<file path="src/sv/wlan_channel_scan_sequencer_core_macros.svh">
`ifndef WLAN_CHANNEL_SCAN_SEQUENCER_CORE_MACROS_SVH
`define WLAN_CHANNEL_SCAN_SEQUENCER_CORE_MACROS_SVH

// Check that a property holds at every rising edge outside reset.
`define WCSS_ASSERT(label, prop, msg) \
    label: assert property (@(posedge clk) disable iff (!rst_n) (prop)) else $error(msg);

// Check that a condition is followed by a consequence in the next cycle.
`define WCSS_ASSERT_NEXT(label, ante, cons, msg) \
    label: assert property (@(posedge clk) disable iff (!rst_n) (ante) |=> (cons)) \
        else $error(msg);

`endif

</file>
<file path="src/sv/wcss_pkg.sv">
package wcss_pkg;

    localparam int MAX_CHANNELS_DEF = 64;
    localparam int TIME_WIDTH_DEF   = 48;

    // Request codes carried in req_type
    typedef enum logic [1:0] {
        REQ_LOAD    = 2'd0,
        REQ_START   = 2'd1,
        REQ_TIMEOUT = 2'd2,
        REQ_ABORT   = 2'd3
    } wcss_req_t;

    typedef enum logic [2:0] {
        ACT_NONE   = 3'd0,
        ACT_TUNE   = 3'd1,
        ACT_ARM    = 3'd2,
        ACT_PROBE  = 3'd3,
        ACT_DONE   = 3'd4,
        ACT_REJECT = 3'd5
    } wcss_action_t;

    typedef enum logic [1:0] {
        RC_OK            = 2'd0,
        RC_NOT_SUPPORTED = 2'd1,
        RC_BUSY          = 2'd2,
        RC_INVALID       = 2'd3
    } wcss_code_t;

    // Configuration register indexes (byte address = 4 * index)
    typedef enum logic [2:0] {
        REG_ACTIVE_SCAN    = 3'd0,
        REG_MIN_DWELL_TU   = 3'd1,
        REG_MAX_DWELL_TU   = 3'd2,
        REG_PROBE_DELAY_TU = 3'd3,
        REG_CHANNEL_COUNT  = 3'd4
    } wcss_reg_idx_t;

    typedef struct packed {
        logic [1:0]  req_type;
        logic [47:0] now_us;
        logic [5:0]  entry_slot;
        logic [7:0]  entry_channel;
    } wcss_in_t;

    typedef struct packed {
        logic [2:0]  action;
        logic [7:0]  tune_channel;
        logic [47:0] deadline_us;
        logic [1:0]  status;
    } wcss_out_t;

endpackage

</file>
<file path="src/sv/wcss_ram.sv">
module wcss_ram #(
    parameter int WIDTH = 8,
    parameter int DEPTH = 64,
    localparam int AW = (DEPTH > 1) ? $clog2(DEPTH) : 1
) (
    input  logic             clk,
    input  logic             we,
    input  logic [AW-1:0]    waddr,
    input  logic [WIDTH-1:0] wdata,
    input  logic             re,
    input  logic [AW-1:0]    raddr,
    output logic [WIDTH-1:0] rdata
);

    logic [WIDTH-1:0] mem [DEPTH];

    always_ff @(posedge clk)
    begin
        if (we)
        begin
            mem[waddr] <= wdata;
        end
        if (re)
        begin
            rdata <= mem[raddr];
        end
    end

endmodule

</file>
<file path="src/sv/wlan_channel_scan_sequencer_core.sv">
// Channel scan sequencer: steps a passive or active 802.11-style scan across a
// list of up to MAX_CHANNELS channels held in a single-port-write, one-read
// channel table RAM. Load words fill the table while idle; a start word checks
// the request and tunes to the first channel; each timeout word, carrying the
// current microsecond time, moves to the next channel, ends the scan after the
// last one, arms the maximum dwell deadline, in active mode asks for a probe and
// arms the minimum dwell deadline, or does nothing; an abort word ends the scan
// as not supported. One time unit is 1024 us and all time arithmetic wraps at
// 2^TIME_WIDTH. The block takes one word every cycle unless a stalled output
// holds it back, and each word gives exactly one result word: the first stage
// makes the scan decision and issues the table read, the second adds the dwell
// to the base time while the table data arrives, and the result register holds
// the word until it is taken. Configuration writes are dropped while a scan runs.
`include "wlan_channel_scan_sequencer_core_macros.svh"

module wlan_channel_scan_sequencer_core #(
    parameter int MAX_CHANNELS = wcss_pkg::MAX_CHANNELS_DEF,
    parameter int TIME_WIDTH   = wcss_pkg::TIME_WIDTH_DEF
) (
    input  logic              clk,
    input  logic              rst_n,

    input  logic              req_valid,
    output logic              req_stall,
    input  wcss_pkg::wcss_in_t  req,

    output logic              rsp_valid,
    input  logic              rsp_stall,
    output wcss_pkg::wcss_out_t rsp,

    input  logic              psel,
    input  logic              penable,
    input  logic              pwrite,
    input  logic [4:0]        paddr,
    input  logic [31:0]       pwdata,
    output logic [31:0]       prdata,
    output logic              pready
);

    import wcss_pkg::*;

    localparam int TW    = TIME_WIDTH;
    localparam int AW    = (MAX_CHANNELS > 1) ? $clog2(MAX_CHANNELS) : 1;
    localparam int POS_W = $clog2(MAX_CHANNELS + 1);
    localparam int LEN_W = (POS_W > 7) ? POS_W : 7;

    // ------------------------------------------------------------------
    // Configuration registers
    // ------------------------------------------------------------------
    logic        active_scan_reg;
    logic [15:0] min_dwell_tu_reg;
    logic [15:0] max_dwell_tu_reg;
    logic [15:0] probe_delay_tu_reg;
    logic [6:0]  channel_count_reg;

    logic        scanning_reg;
    logic        cfg_write;
    logic [2:0]  cfg_idx;

    assign pready    = 1'b1;
    assign cfg_idx   = paddr[4:2];
    // hold the registers for the whole scan
    assign cfg_write = psel && penable && pwrite && !scanning_reg;

    always_ff @(posedge clk or negedge rst_n)
    begin
        if (!rst_n)
        begin
            active_scan_reg    <= 1'b0;
            min_dwell_tu_reg   <= '0;
            max_dwell_tu_reg   <= '0;
            probe_delay_tu_reg <= '0;
            channel_count_reg  <= '0;
        end
        else if (cfg_write)
        begin
            case (cfg_idx)
                REG_ACTIVE_SCAN:    active_scan_reg    <= pwdata[0];
                REG_MIN_DWELL_TU:   min_dwell_tu_reg   <= pwdata[15:0];
                REG_MAX_DWELL_TU:   max_dwell_tu_reg   <= pwdata[15:0];
                REG_PROBE_DELAY_TU: probe_delay_tu_reg <= pwdata[15:0];
                REG_CHANNEL_COUNT:  channel_count_reg  <= pwdata[6:0];
                default:            ;
            endcase
        end
    end

    always_comb
    begin
        case (cfg_idx)
            REG_ACTIVE_SCAN:    prdata = 32'(active_scan_reg);
            REG_MIN_DWELL_TU:   prdata = 32'(min_dwell_tu_reg);
            REG_MAX_DWELL_TU:   prdata = 32'(max_dwell_tu_reg);
            REG_PROBE_DELAY_TU: prdata = 32'(probe_delay_tu_reg);
            REG_CHANNEL_COUNT:  prdata = 32'(channel_count_reg);
            default:            prdata = '0;
        endcase
    end

    // ------------------------------------------------------------------
    // Handshake: decision stage, deadline stage, result register
    // ------------------------------------------------------------------
    logic s1_valid_reg;
    logic s1_valid_next;
    logic rsp_valid_reg;
    logic rsp_valid_next;
    logic out_load;
    logic accept;

    // load the result register when it is empty or being taken
    assign out_load  = s1_valid_reg && (!rsp_valid_reg || !rsp_stall);
    assign req_stall = s1_valid_reg && !out_load;
    assign accept    = req_valid && !req_stall;
    assign rsp_valid = rsp_valid_reg;

    always_comb
    begin
        s1_valid_next = s1_valid_reg;
        if (accept)
        begin
            s1_valid_next = 1'b1;
        end
        else if (out_load)
        begin
            s1_valid_next = 1'b0;
        end

        rsp_valid_next = rsp_valid_reg;
        if (out_load)
        begin
            rsp_valid_next = 1'b1;
        end
        else if (!rsp_stall)
        begin
            rsp_valid_next = 1'b0;
        end
    end

    // ------------------------------------------------------------------
    // Scan state and decision stage
    // ------------------------------------------------------------------
    logic [POS_W-1:0] pos_reg;
    logic [POS_W-1:0] pos_next;
    logic [TW-1:0]    dwell_start_reg;
    logic [TW-1:0]    dwell_start_next;
    logic             scanning_next;

    logic [LEN_W-1:0] count_ext;
    logic [LEN_W-1:0] max_ext;
    logic [LEN_W-1:0] list_len;
    logic [LEN_W-1:0] pos_inc;
    logic [TW-1:0]    now_t;
    logic [TW-1:0]    elapsed;
    logic [TW-1:0]    min_us;
    logic [TW-1:0]    max_us;
    logic [TW-1:0]    probe_us;
    logic [31:0]      slot_ext;
    logic             slot_ok;

    logic             tbl_we;
    logic             tbl_re;
    logic [AW-1:0]    tbl_raddr;
    logic [7:0]       tbl_rdata;

    wcss_action_t     act_d;
    wcss_code_t       code_d;
    logic [TW-1:0]    base_d;
    logic [15:0]      tu_d;

    assign count_ext = LEN_W'(channel_count_reg);
    assign max_ext   = LEN_W'(MAX_CHANNELS);
    // an oversized count is clamped to the table depth
    assign list_len  = (count_ext > max_ext) ? max_ext : count_ext;
    assign pos_inc   = LEN_W'(pos_reg) + LEN_W'(1);

    assign now_t     = TW'(req.now_us);
    assign elapsed   = now_t - dwell_start_reg;
    assign min_us    = TW'({min_dwell_tu_reg, 10'b0});
    assign max_us    = TW'({max_dwell_tu_reg, 10'b0});
    assign probe_us  = TW'({probe_delay_tu_reg, 10'b0});

    assign slot_ext  = 32'(req.entry_slot);
    assign slot_ok   = slot_ext < 32'(MAX_CHANNELS);

    always_comb
    begin
        scanning_next    = scanning_reg;
        pos_next         = pos_reg;
        dwell_start_next = dwell_start_reg;
        act_d            = ACT_NONE;
        code_d           = RC_OK;
        base_d           = dwell_start_reg;
        tu_d             = min_dwell_tu_reg;
        tbl_we           = 1'b0;
        tbl_re           = 1'b0;
        tbl_raddr        = '0;

        case (req.req_type)
            REQ_LOAD:
            begin
                tbl_we = accept && !scanning_reg && slot_ok;
            end
            REQ_START:
            begin
                if (scanning_reg)
                begin
                    act_d  = ACT_REJECT;
                    code_d = RC_BUSY;
                end
                else if (list_len == '0 || max_dwell_tu_reg < min_dwell_tu_reg)
                begin
                    act_d  = ACT_REJECT;
                    code_d = RC_INVALID;
                end
                else
                begin
                    scanning_next    = 1'b1;
                    pos_next         = '0;
                    dwell_start_next = now_t;
                    act_d            = ACT_TUNE;
                    base_d           = now_t;
                    tu_d             = active_scan_reg ? probe_delay_tu_reg
                                                       : min_dwell_tu_reg;
                    tbl_re           = accept;
                end
            end
            REQ_TIMEOUT:
            begin
                if (!scanning_reg)
                begin
                    act_d = ACT_NONE;
                end
                else if (elapsed >= max_us)
                begin
                    if (pos_inc >= list_len)
                    begin
                        // last channel done: return to idle
                        scanning_next    = 1'b0;
                        pos_next         = '0;
                        dwell_start_next = '0;
                        act_d            = ACT_DONE;
                    end
                    else
                    begin
                        pos_next         = POS_W'(pos_inc);
                        dwell_start_next = now_t;
                        act_d            = ACT_TUNE;
                        base_d           = now_t;
                        tu_d             = active_scan_reg ? probe_delay_tu_reg
                                                           : min_dwell_tu_reg;
                        tbl_re           = accept;
                        tbl_raddr        = pos_inc[AW-1:0];
                    end
                end
                else if (elapsed >= min_us)
                begin
                    act_d = ACT_ARM;
                    tu_d  = max_dwell_tu_reg;
                end
                else if (active_scan_reg && elapsed >= probe_us)
                begin
                    act_d = ACT_PROBE;
                    tu_d  = min_dwell_tu_reg;
                end
                else
                begin
                    act_d = ACT_NONE;
                end
            end
            REQ_ABORT:
            begin
                scanning_next    = 1'b0;
                pos_next         = '0;
                dwell_start_next = '0;
                act_d            = ACT_DONE;
                code_d           = RC_NOT_SUPPORTED;
            end
            default:
            begin
                act_d = ACT_NONE;
            end
        endcase
    end

    wcss_ram #(
        .WIDTH (8),
        .DEPTH (MAX_CHANNELS)
    ) u_channel_table (
        .clk   (clk),
        .we    (tbl_we),
        .waddr (slot_ext[AW-1:0]),
        .wdata (req.entry_channel),
        .re    (tbl_re),
        .raddr (tbl_raddr),
        .rdata (tbl_rdata)
    );

    always_ff @(posedge clk or negedge rst_n)
    begin
        if (!rst_n)
        begin
            scanning_reg    <= 1'b0;
            pos_reg         <= '0;
            dwell_start_reg <= '0;
            s1_valid_reg    <= 1'b0;
            rsp_valid_reg   <= 1'b0;
        end
        else
        begin
            s1_valid_reg  <= s1_valid_next;
            rsp_valid_reg <= rsp_valid_next;
            if (accept)
            begin
                scanning_reg    <= scanning_next;
                pos_reg         <= pos_next;
                dwell_start_reg <= dwell_start_next;
            end
        end
    end

    // ------------------------------------------------------------------
    // Deadline stage: base time plus dwell, then result register
    // ------------------------------------------------------------------
    wcss_action_t s1_act_reg;
    wcss_code_t   s1_code_reg;
    logic [TW-1:0] s1_base_reg;
    logic [15:0]  s1_tu_reg;
    logic [TW-1:0] s1_sum;
    wcss_out_t    rsp_next;
    wcss_out_t    rsp_reg;

    always_ff @(posedge clk)
    begin
        if (accept)
        begin
            s1_act_reg  <= act_d;
            s1_code_reg <= code_d;
            s1_base_reg <= base_d;
            s1_tu_reg   <= tu_d;
        end
        if (out_load)
        begin
            rsp_reg <= rsp_next;
        end
    end

    assign s1_sum = s1_base_reg + TW'({s1_tu_reg, 10'b0});

    always_comb
    begin
        rsp_next.action       = s1_act_reg;
        rsp_next.status       = s1_code_reg;
        rsp_next.tune_channel = (s1_act_reg == ACT_TUNE) ? tbl_rdata : 8'd0;
        // a deadline only goes out with an arming action
        if (s1_act_reg == ACT_TUNE || s1_act_reg == ACT_ARM || s1_act_reg == ACT_PROBE)
        begin
            rsp_next.deadline_us = 48'(s1_sum);
        end
        else
        begin
            rsp_next.deadline_us = '0;
        end
    end

    assign rsp = rsp_reg;

    // ------------------------------------------------------------------
    // Assertions
    // ------------------------------------------------------------------
    `WCSS_ASSERT(a_stall_needs_full_stage, !req_stall || s1_valid_reg,
        "input stalled with an empty decision stage")
    `WCSS_ASSERT(a_pos_in_list, !scanning_reg || (LEN_W'(pos_reg) < list_len),
        "channel position beyond the scan list while scanning")
    `WCSS_ASSERT_NEXT(a_abort_goes_idle, accept && req.req_type == REQ_ABORT,
        !scanning_reg && pos_reg == '0, "abort did not return the sequencer to idle")
    `WCSS_ASSERT(a_channel_only_on_tune,
        !rsp_valid || rsp.action == ACT_TUNE || rsp.tune_channel == 8'd0,
        "tune channel set on a result that does not tune")

endmodule
</file>
<file path="config.mk">
export PLATFORM = sky130hd
export DESIGN_NAME = wlan_channel_scan_sequencer_core
export DESIGN_NICKNAME = d
export VERILOG_FILES = /design/src/sv/wcss_pkg.sv /design/src/sv/wcss_ram.sv /design/src/sv/wlan_channel_scan_sequencer_core.sv
export VERILOG_INCLUDE_DIRS = /design/src /design/src/sv
export SDC_FILE = /design/constraint.sdc
export NUM_CORES = 1
export LEC_CHECK = 0
export BUFFER_PORTS_ARGS = -buffer_cell sky130_fd_sc_hd__buf_2
export CAP_MARGIN = 15
export CORE_MARGIN = 4
export CORE_UTILIZATION = 60
export CTS_CLUSTER_DIAMETER = 80
export DETAILED_ROUTE_END_ITERATION = 10
export PLACE_DENSITY = 0.78
export SLEW_MARGIN = 25
export SYNTH_ARGS = -nofsm -noshare
export SYNTH_HDL_FRONTEND = slang
export SYNTH_SLANG_ARGS = --single-unit
</file>
<file path="constraint.sdc">
create_clock -name clk -period 9.05 [get_ports clk]
set_input_delay 1.81 -clock clk [delete_from_list [all_inputs] [get_ports clk]]
set_output_delay 1.81 -clock clk [all_outputs]
set_load 0.02 [all_outputs]
</file>
* Yosys cells after proc, flatten, opt, wreduce, memory -nomap -nowiden *
Memories as Yosys holds them, arrays and structs flattened. A register that Yosys moved wholly into a read port is not among the register bits.
Cells that the tools add are included.

word-level totals
  logic and storage cells = 135
  register bits after elaboration = 244
  output and inout port bits = 96
  bits of input ports = 108
  memories = 1
  RAM bits = 512

memory list
  memory               depth  bits a word  read ports  clocked after Yosys merged registers in  wr ports  line            RTL
  u_channel_table.mem  64     8            1           1                                        1         wcss_ram.sv:15  logic [WIDTH-1:0] mem [DEPTH];

operators by class
  equality and inequality tests = 15
  muxes and demuxes = 60
  reduce and logical (&&, ||, !) cells = 31
  add/sub/neg operators = 3
  order comparisons = 7

operator list
  cell                                                                   number
  48-bit two-way mux                                                     8
  48-bit by 26-bit greater-or-equal comparator with 1-bit output         3
  48-bit case mux with 3 select lines                                    1
  16-bit two-way mux                                                     7
  48-bit case mux with 2 select lines                                    1
  16-bit case mux with 5 select lines                                    1
  48-bit by 26-bit adder with 48-bit output                              1
  48-bit subtractor                                                      1
  7-bit two-way mux                                                      6
  16-bit case mux with 2 select lines                                    1
  6-bit two-way mux                                                      4
  7-bit case mux with 3 select lines                                     1
  1-bit two-way mux                                                      17
  16-bit < comparator                                                    1
  3-bit two-way mux                                                      5
  3-bit by 2-bit equality test with 1-bit output, second input constant  4
  2-bit AND reduction                                                    6
  1-bit logical AND                                                      9
  3-bit case mux with 3 select lines                                     1
  2-bit two-way mux                                                      4
  2-bit != test, second input constant                                   4
  7-bit by 1-bit adder with 7-bit output, second input constant          1
  7-bit greater-or-equal comparator                                      1
  7-bit greater-than comparator, second input constant                   1
  18 further kinds                                                       27

* Longest topological paths before layout *
Gate-level depths: netlist (run 1).

  depth in word-level cells = 12
  gate-level depth with buffers = 30
  depth with buffers taken out = 27

* Hierarchy *
From an unflattened synthesis (run 1), not the netlist that was laid out.

second synthesis, totals
  cells, all modules = 2732
  area total of the unflattened synthesis = 37262.0 sq um

by module, submodules not included
  module                            area each (sq um)  times used  cells each  seq. area each (sq um)
  wcss_ram                          20246.9            1           940         15615.0
  wlan_channel_scan_sequencer_core  17015.1            1           1792        6756.5

* Least setup slack after synthesis (run 1) *
OpenSTA, ideal clock, no wires.

  path kind = input -> register
  start point = input req[14] (netlist name)
  end point = register u_channel_table.rdata[0] (read register of u_channel_table.mem), data pin
  stages = 28
  path buffers = 2
  data required time = 8.794 ns
  setup time = 0.256 ns
  path slack = 1.870 ns
  arrival = 6.924 ns
  cells stage by stage = inv_1 -> ha_1 -> fa_1 -> nor2b_1 -> o21a_1 -> nor3_1 -> o31ai_1 -> a21oi_1 -> o21a_1 -> o21ai_0 -> inv_1 -> o21ai_0 -> xor2_1 -> ha_1 -> nand2_1 -> nor4_1 -> nand3_1 -> or4_1 -> nand4_1 -> nor4_2 -> nand4_1 -> buf_4 -> nand3_4 -> buf_6 -> mux2i_1 -> o22ai_1 -> or4_1 -> a41o_1

on the way
  cells in the longest elaborated chain, start to end = 5
  elaborated cells between the ends (all ways) = 8
  classes of those cells = add/sub (1); order compare (1); mux (6)

RTL lines
  element                                                                  line                                     RTL
  start, declared                                                          wlan_channel_scan_sequencer_core.sv:25   input wcss_pkg::wcss_in_t req,
  48-bit subtractor *                                                      wlan_channel_scan_sequencer_core.sv:177  assign elapsed = now_t - dwell_start_reg;
  48-bit by 26-bit greater-or-equal comparator with 1-bit output *         wlan_channel_scan_sequencer_core.sv:233  else if (elapsed >= max_us)
  1-bit two-way mux or 6-bit two-way mux (tied branches)                   wlan_channel_scan_sequencer_core.sv:233
  1-bit two-way mux or 6-bit two-way mux (tied branches)                   wlan_channel_scan_sequencer_core.sv:229  if (!scanning_reg)
  1-bit case mux with 2 select lines or 6-bit two-way mux (tied branches)  wlan_channel_scan_sequencer_core.sv:198  case (req.req_type)
  end, declared                                                            wcss_ram.sv:12                           output logic [WIDTH-1:0] rdata

Every way passes the cells marked *; elsewhere a longest branch is shown, timed or not.
A chain may end at the register's enable or synchronous reset.

* Final worst setup path (run 1) *
  start point = input req[14] (netlist name)
  end point = register u_channel_table.rdata[3] (read register of u_channel_table.mem), data pin

Same word-level chain as after synthesis.

==> metrics.txt, run 1 <==
DIE HEIGHT=roughly 260 um; PD cells=244 mW/mm2; Detail Route Antenna Nets=0; GPL Wtd Cong=0.936; port buffer count=168; Post-synth top flop=edfxtp_1; hold_ws=~0.50 ns; initial DRC count=between 3000 and 4000; chip width=261 um; Leak Pwr=between 15 and 20 nW; slowest stage cell on the critical path=or4_1; total grt overflow=0; maximum clock path buffer count=3; Post-CTS Setup Bufs=0; Setup TNS Final=0 ns; Sink Count=roughly 760; DRC errors left=0; Final Max Tran Viols=0; initial antenna violation count=6; die area=slightly below 0.07 mm2; ys async rst share=between 10% and 20%; FF+latch count, synth=764; setup ws final=roughly 0.80 ns; number of I/O pins=204; cts hold-fix bufs=0; RSZ-0062 raised after global routing=false; placed cell count=a little over 4000; syn_area_per_cell=about 12 um2; EDFF count, synth=650; status=completed; wire length of the first global-routing pass=roughly 160000 um; critical path arrival=approximately 8.6 ns; post-place setup slack=between 0.3 and 0.4 ns; H-Tree Depth=3; pin count of the biggest net entering global routing=65; final setup fails=0; core box area=approximately 0.063 mm2; min-delay worst type=register to register; worst r2r path cells=29; CTS tree=done; synthesis-to-finish area growth=11.7%; CP Max Fanout=16; overall via count from detail_route=between 20000 and 30000; Final #Nets=approximately 3600; post-layout util=67.8%; Post-Route Skew=around 0.032 ns; slew at the pin with the worst max-slew slack=1.10 ns; Seq/Total Area, Yosys=58.4%; Final min period=a little over 8 ns; share of layout cells above drive strength 1=between 10% and 20%; WL final=103000 um; DP Wirelength=around 70000 um; FP Rows=a little over 90; Num CTS Buffers=a little under 80; Min-Delay Path Depth=1; crit path launch type=input port; total chip power=approximately 10 mW; Non-Filler Instances=between 4000 and 5000; Syn Inst Count=roughly 3200; Max Cap Viol=0; DR WL/cell=between 20 and 25 um; Mapped Area=about 0.038 mm2; max_slew headroom=25.7%; Clk Latency, worst-skew pair=between 0.6 and 0.7 ns; Period Utilization, post-route=between 90% and 100%; vias in the first global route=approximately 27000; critical path class=input port to register; Vias/cell=roughly 6.6; Worst-path clk slew=about 0.060 ns; worst path required time=9.44 ns; gr usage total=approximately 30%; fmax=0.121 GHz; Design Area, Final=between 0.04 and 0.05 mm2; dpl cell area=0.0401 mm2; delay of the slowest cell on the worst path=between 0.4 and 0.5 ns; peak supply drop=between 0.00015 and 0.0002 V; Root Buffer=clkbuf_16; max FFs per register=between 500 and 600; final hold vios=0; Worst setup EP type=register; initial core utilization=a little over 60%; post_cts resized=0; Initial DRT Pass Iterations=6; Distinct cells, synth=94; Yosys warning total=0
==> kinds of logic (layout without fill, tap and decap cells) <==
| logic type | count (synthesis) | count (layout) | share of synthesized area (%) |
|---|---|---|---|
| AOI/OAI and AO/OA | 894 | 894 | 16.0 |
| xor gates and xnor gates | 61 | 61 | 1.39 |
| adders and majority gates | 141 | 141 | 4.64 |
| buffers and inverters | 333 | 523 | 3.73 |
| DFF | 764 | 764 | 58.4 |
| muxes | 190 | 190 | 5.31 |
| other | 2 | 21 | 0.0196 |
| and+or+nand+nor | 839 | 839 | 10.5 |
==> synthesized netlist by cell type (all sizes together) (35+ instances only) <==
cell type,count,area (um2)
a22o,52,455
mux2,96,1080
inv,131,492
o21ai,222,1120
nand4,37,231
a22oi,75,563
mux2i,93,931
nor2,202,763
ha,139,1740
dfrtp,114,2850
nor3,72,370
clkbuf,114,428
and2,35,219
edfxtp,650,19500
a21oi,167,851
buf,85,499
o22ai,68,425
nand3,59,325
nand2,278,1050
o221ai,70,613
==> final timing paths <==
| check | startpoint | slack, ns | end |
|---|---|---|---|
| setup / recovery | req[14] | 0.80 | u_channel_table.rdata[3] |
| hold / removal | s1_valid_reg | 0.50 | rsp_valid |
| setup reg to reg | dwell_start_reg[0] | 1.71 | u_channel_table.rdata[3] |
| hold reg to reg | s1_valid_reg | 0.50 | rsp_valid |
| max in group asynchronous | rst_n | 6.47 | pos_reg[0] |
| min in group asynchronous | rst_n | 1.21 | probe_delay_tu_reg[10] |
==> cell type report <==
class | count | area [um2]
multi-input cells | 2142 | 14600
fillers | 4548 | 20300
clock buffers | 102 | 2100
well taps | 846 | 1060
inverters | 134 | 503
diodes | 4 | 10.0
repair buffers | 245 | 1550
clock inverters | 42 | 536
flip-flops and latches | 764 | 22400
==> placed cells by master, fill, tap and decap left out, types with 29 or more instances in the layout <==
master	n
a21oi_1	163
nor3_1	70
and2_1	33
ha_1	137
xor2_1	29
nor2_1	199
o221a_2	30
o21ai_0	209
clkbuf_16	79
edfxtp_1	650
nand3_1	54
o22ai_1	68
xnor2_1	32
dfrtp_1	113
buf_4	69
a22oi_1	75
a22o_1	52
buf_2	166
nand4_1	37
mux2_2	95
mux2i_1	93
o221ai_1	70
nand2_1	274
inv_1	130
==> critical path, delay by kind of cell <==
kind | cells | cell delay, ns
buffers and inverters | 7 | 1.06
XOR/XNOR | 1 | 0.31
AO/OA/AOI/OAI | 8 | 1.89
AND/OR/NAND/NOR | 12 | 2.71
adder cells (fa/ha/maj) | 3 | 0.83
==> power by group <==
group	leakage [nW]	total [mW]	internal, mW	switching, mW
clock network	1.26	3.27	1.87	1.40
logic	7.05	2.92	1.10	1.82
registers	7.35	4.22	4.05	0.173
total	15.7	10.4	7.02	3.40
==> layer usage <==
metal | vias to the layer above | wire length (um) | GRT usage [%]
met4 | 4 | 4040 | 10.0
met1 | 13700 | 39800 | 39.2
met3 | 282 | 8700 | 4.82
met5 | - | 27 | 0
met2 | 1474 | 50100 | 50.7
li1 | 12600 | - | -
Note: power is estimated with default switching activity, not from simulation.
==> run 2: changes to the inputs <==
Settings changed: CORE_MARGIN 4 to 3, REMOVE_ABC_BUFFERS set to 1.
Clock period 9.05 ns to 10.15 ns, I/O delays scaled along.
==> metrics.txt, run 2 (synthesis gave the netlist of run 1 again) <==
core box area=0.0624 mm2 (-1.1%); crit path launch type=input port; hold_ws=0.401 ns (-0.100 ns); initial antenna violation count=6 (unchanged); reg-to-reg endpoint=u_channel_table.rdata[5]; total grt overflow=0 (unchanged); worst r2r path cells=26 (-10%); Final #Nets=3603 (-0.30%); max_slew headroom=32.3% (+6.6 points); Post-Route Skew=0.0371 ns (+0.00510 ns); reg2reg start=dwell_start_reg[0]; Post-CTS Setup Bufs=0 (unchanged); FP Rows=91 (-1.1%); Setup crit end=u_channel_table.rdata[5]; Num CTS Buffers=79 (+1.3%); wire length of the first global-routing pass=158000 um (+0.31%); max FFs per register=512 (unchanged); Worst setup EP type=register; share of layout cells above drive strength 1=15.7% (-0.15 points); Detail Route Antenna Nets=0 (unchanged); Worst-path clk slew=0.06 ns (about the same); Clk Latency, worst-skew pair=0.65 ns (about the same); Root Buffer=clkbuf_16; worst path required time=10.65 ns (+1.21 ns); maximum clock path buffer count=3 (unchanged); min-delay worst type=register to register; DIE HEIGHT=259 um (-0.77%); post-layout util=68.1% (+0.32 points); worst path buffer plus inverter count=4 (-3); RSZ-0062 raised after global routing=false; critical path arrival=9.25 ns (+0.61 ns); commonest non-fill, non-tap cells in the layout=edfxtp_1, nand2_1, o21ai_0, nor2_1, buf_2; setup ws final=1.40 ns (+0.601 ns); overall via count from detail_route=28000 (-0.19%); chip width=259 um (-0.77%); Final Max Tran Viols=0 (unchanged); peak supply drop=0.000141 V (-29%); gr usage total=30.6% (+0.81 points); Max Cap Viol=0 (unchanged); Vias/cell=6.57 (+0.33%); Period Utilization, post-route=a little under nine tenths; critical path class=input port to register; WL final=103000 um (+0.53%); CP dominant cell by count=o21a_1; Initial DRT Pass Iterations=6 (unchanged); die area=0.0669 mm2 (-1.5%); fmax=between 0.1 and 0.15 GHz; pin count of the biggest net entering global routing=68 (+4.6%); DRC errors left=0 (unchanged); CP Max Fanout=35 (+19); CP Depth=28 (-9.7%); commonest non-fill, non-tap cell in the layout=edfxtp_1; Non-Filler Instances=4257 (-0.51%); worst reg2reg setup slack=2.56 ns (+0.85 ns); PD cells=216 mW/mm2 (-11%); GPL Wtd Cong=0.953 (+1.9%); cell family with most CP delay=compound AO/OA/AOI/OAI gates; initial core utilization=61.4% (+0.67 points); CTS tree=done; H-Tree Depth=3 (unchanged); post_cts resized=0 (unchanged); delay of the slowest cell on the worst path=0.59 ns (+0.13 ns); post-place setup slack=0.808 ns (+0.497 ns); final hold vios=0 (unchanged); number of I/O pins=204 (unchanged); Sink Count=764 (unchanged); Setup TNS Final=0 ns (unchanged); initial DRC count=3240 (-3.3%); crit path from=req[14]; DP Wirelength=70500 um (+0.34%); final setup fails=0 (unchanged); slew at the pin with the worst max-slew slack=1.01 ns (-0.0910 ns); synthesis-to-finish area growth=11.0%; cts hold-fix bufs=0 (unchanged); vias in the first global route=27700 (+1.0%); placed cell count=4109 (-0.53%); DR WL/cell=24.3 um (+1.0%); port buffer count=168 (unchanged); status=completed; slowest stage cell on the critical path=and4_2; Leak Pwr=15.6 nW (-0.67%); Final min period=between 8 and 9 ns
## run 2: layout make-up
cell class / instances / area [um2]
Timing Repair Buffer: 233 / 1370
Tap cell: 837 / 1050
Sequential cell: 764 / 22400
Clock inverter: 43 / 449
Clock buffer: 101 / 2110
Antenna cell: 3 / 7.51
Fill cell: 4490 / 19900
Inverter: 134 / 503
Multi-Input combinational cell: 2142 / 14700
## run 2: worst min-delay path by stage
stage | start | to | slack (ns) | depth (start not counted)
2_1_floorplan | s1_code_reg[0] | rsp[0] | 0.40 | 0
3_3_place_gp | s1_code_reg[1] | rsp[1] | 0.40 | 0
3_5_place_dp | s1_code_reg[1] | rsp[1] | 0.41 | 0
4_1_cts | s1_code_reg[0] | rsp[0] | 0.40 | 0
5_1_grt | s1_code_reg[0] | rsp[0] | 0.42 | 0
6_report | s1_code_reg[0] | rsp[0] | 0.40 | 0
## run 2: layer usage
layer  GRT usage, %  wire length [um]  vias up
met5              0                 0        -
met4           14.3              5060        0
met2           51.0             50000     1416
met3           4.96              8910      284
li1               -                 -    12600
met1           39.4             39300    13700
## run 2: per-stage QoR
step,area (um2),power [mW]
detailed placement,39900,6.35
global route,42500,9.61
CTS,42500,9.18
finish,42500,9.18
floorplan,37400,5.55
global placement,39900,6.28
## run 2: power breakdown
| group | total (mW) | internal (mW) | switching, mW |
|---|---|---|---|
| registers | 3.76 | 3.61 | 0.150 |
| logic | 2.58 | 0.963 | 1.61 |
| clock network | 2.84 | 1.60 | 1.24 |
| total | 9.18 | 6.17 | 3.01 |
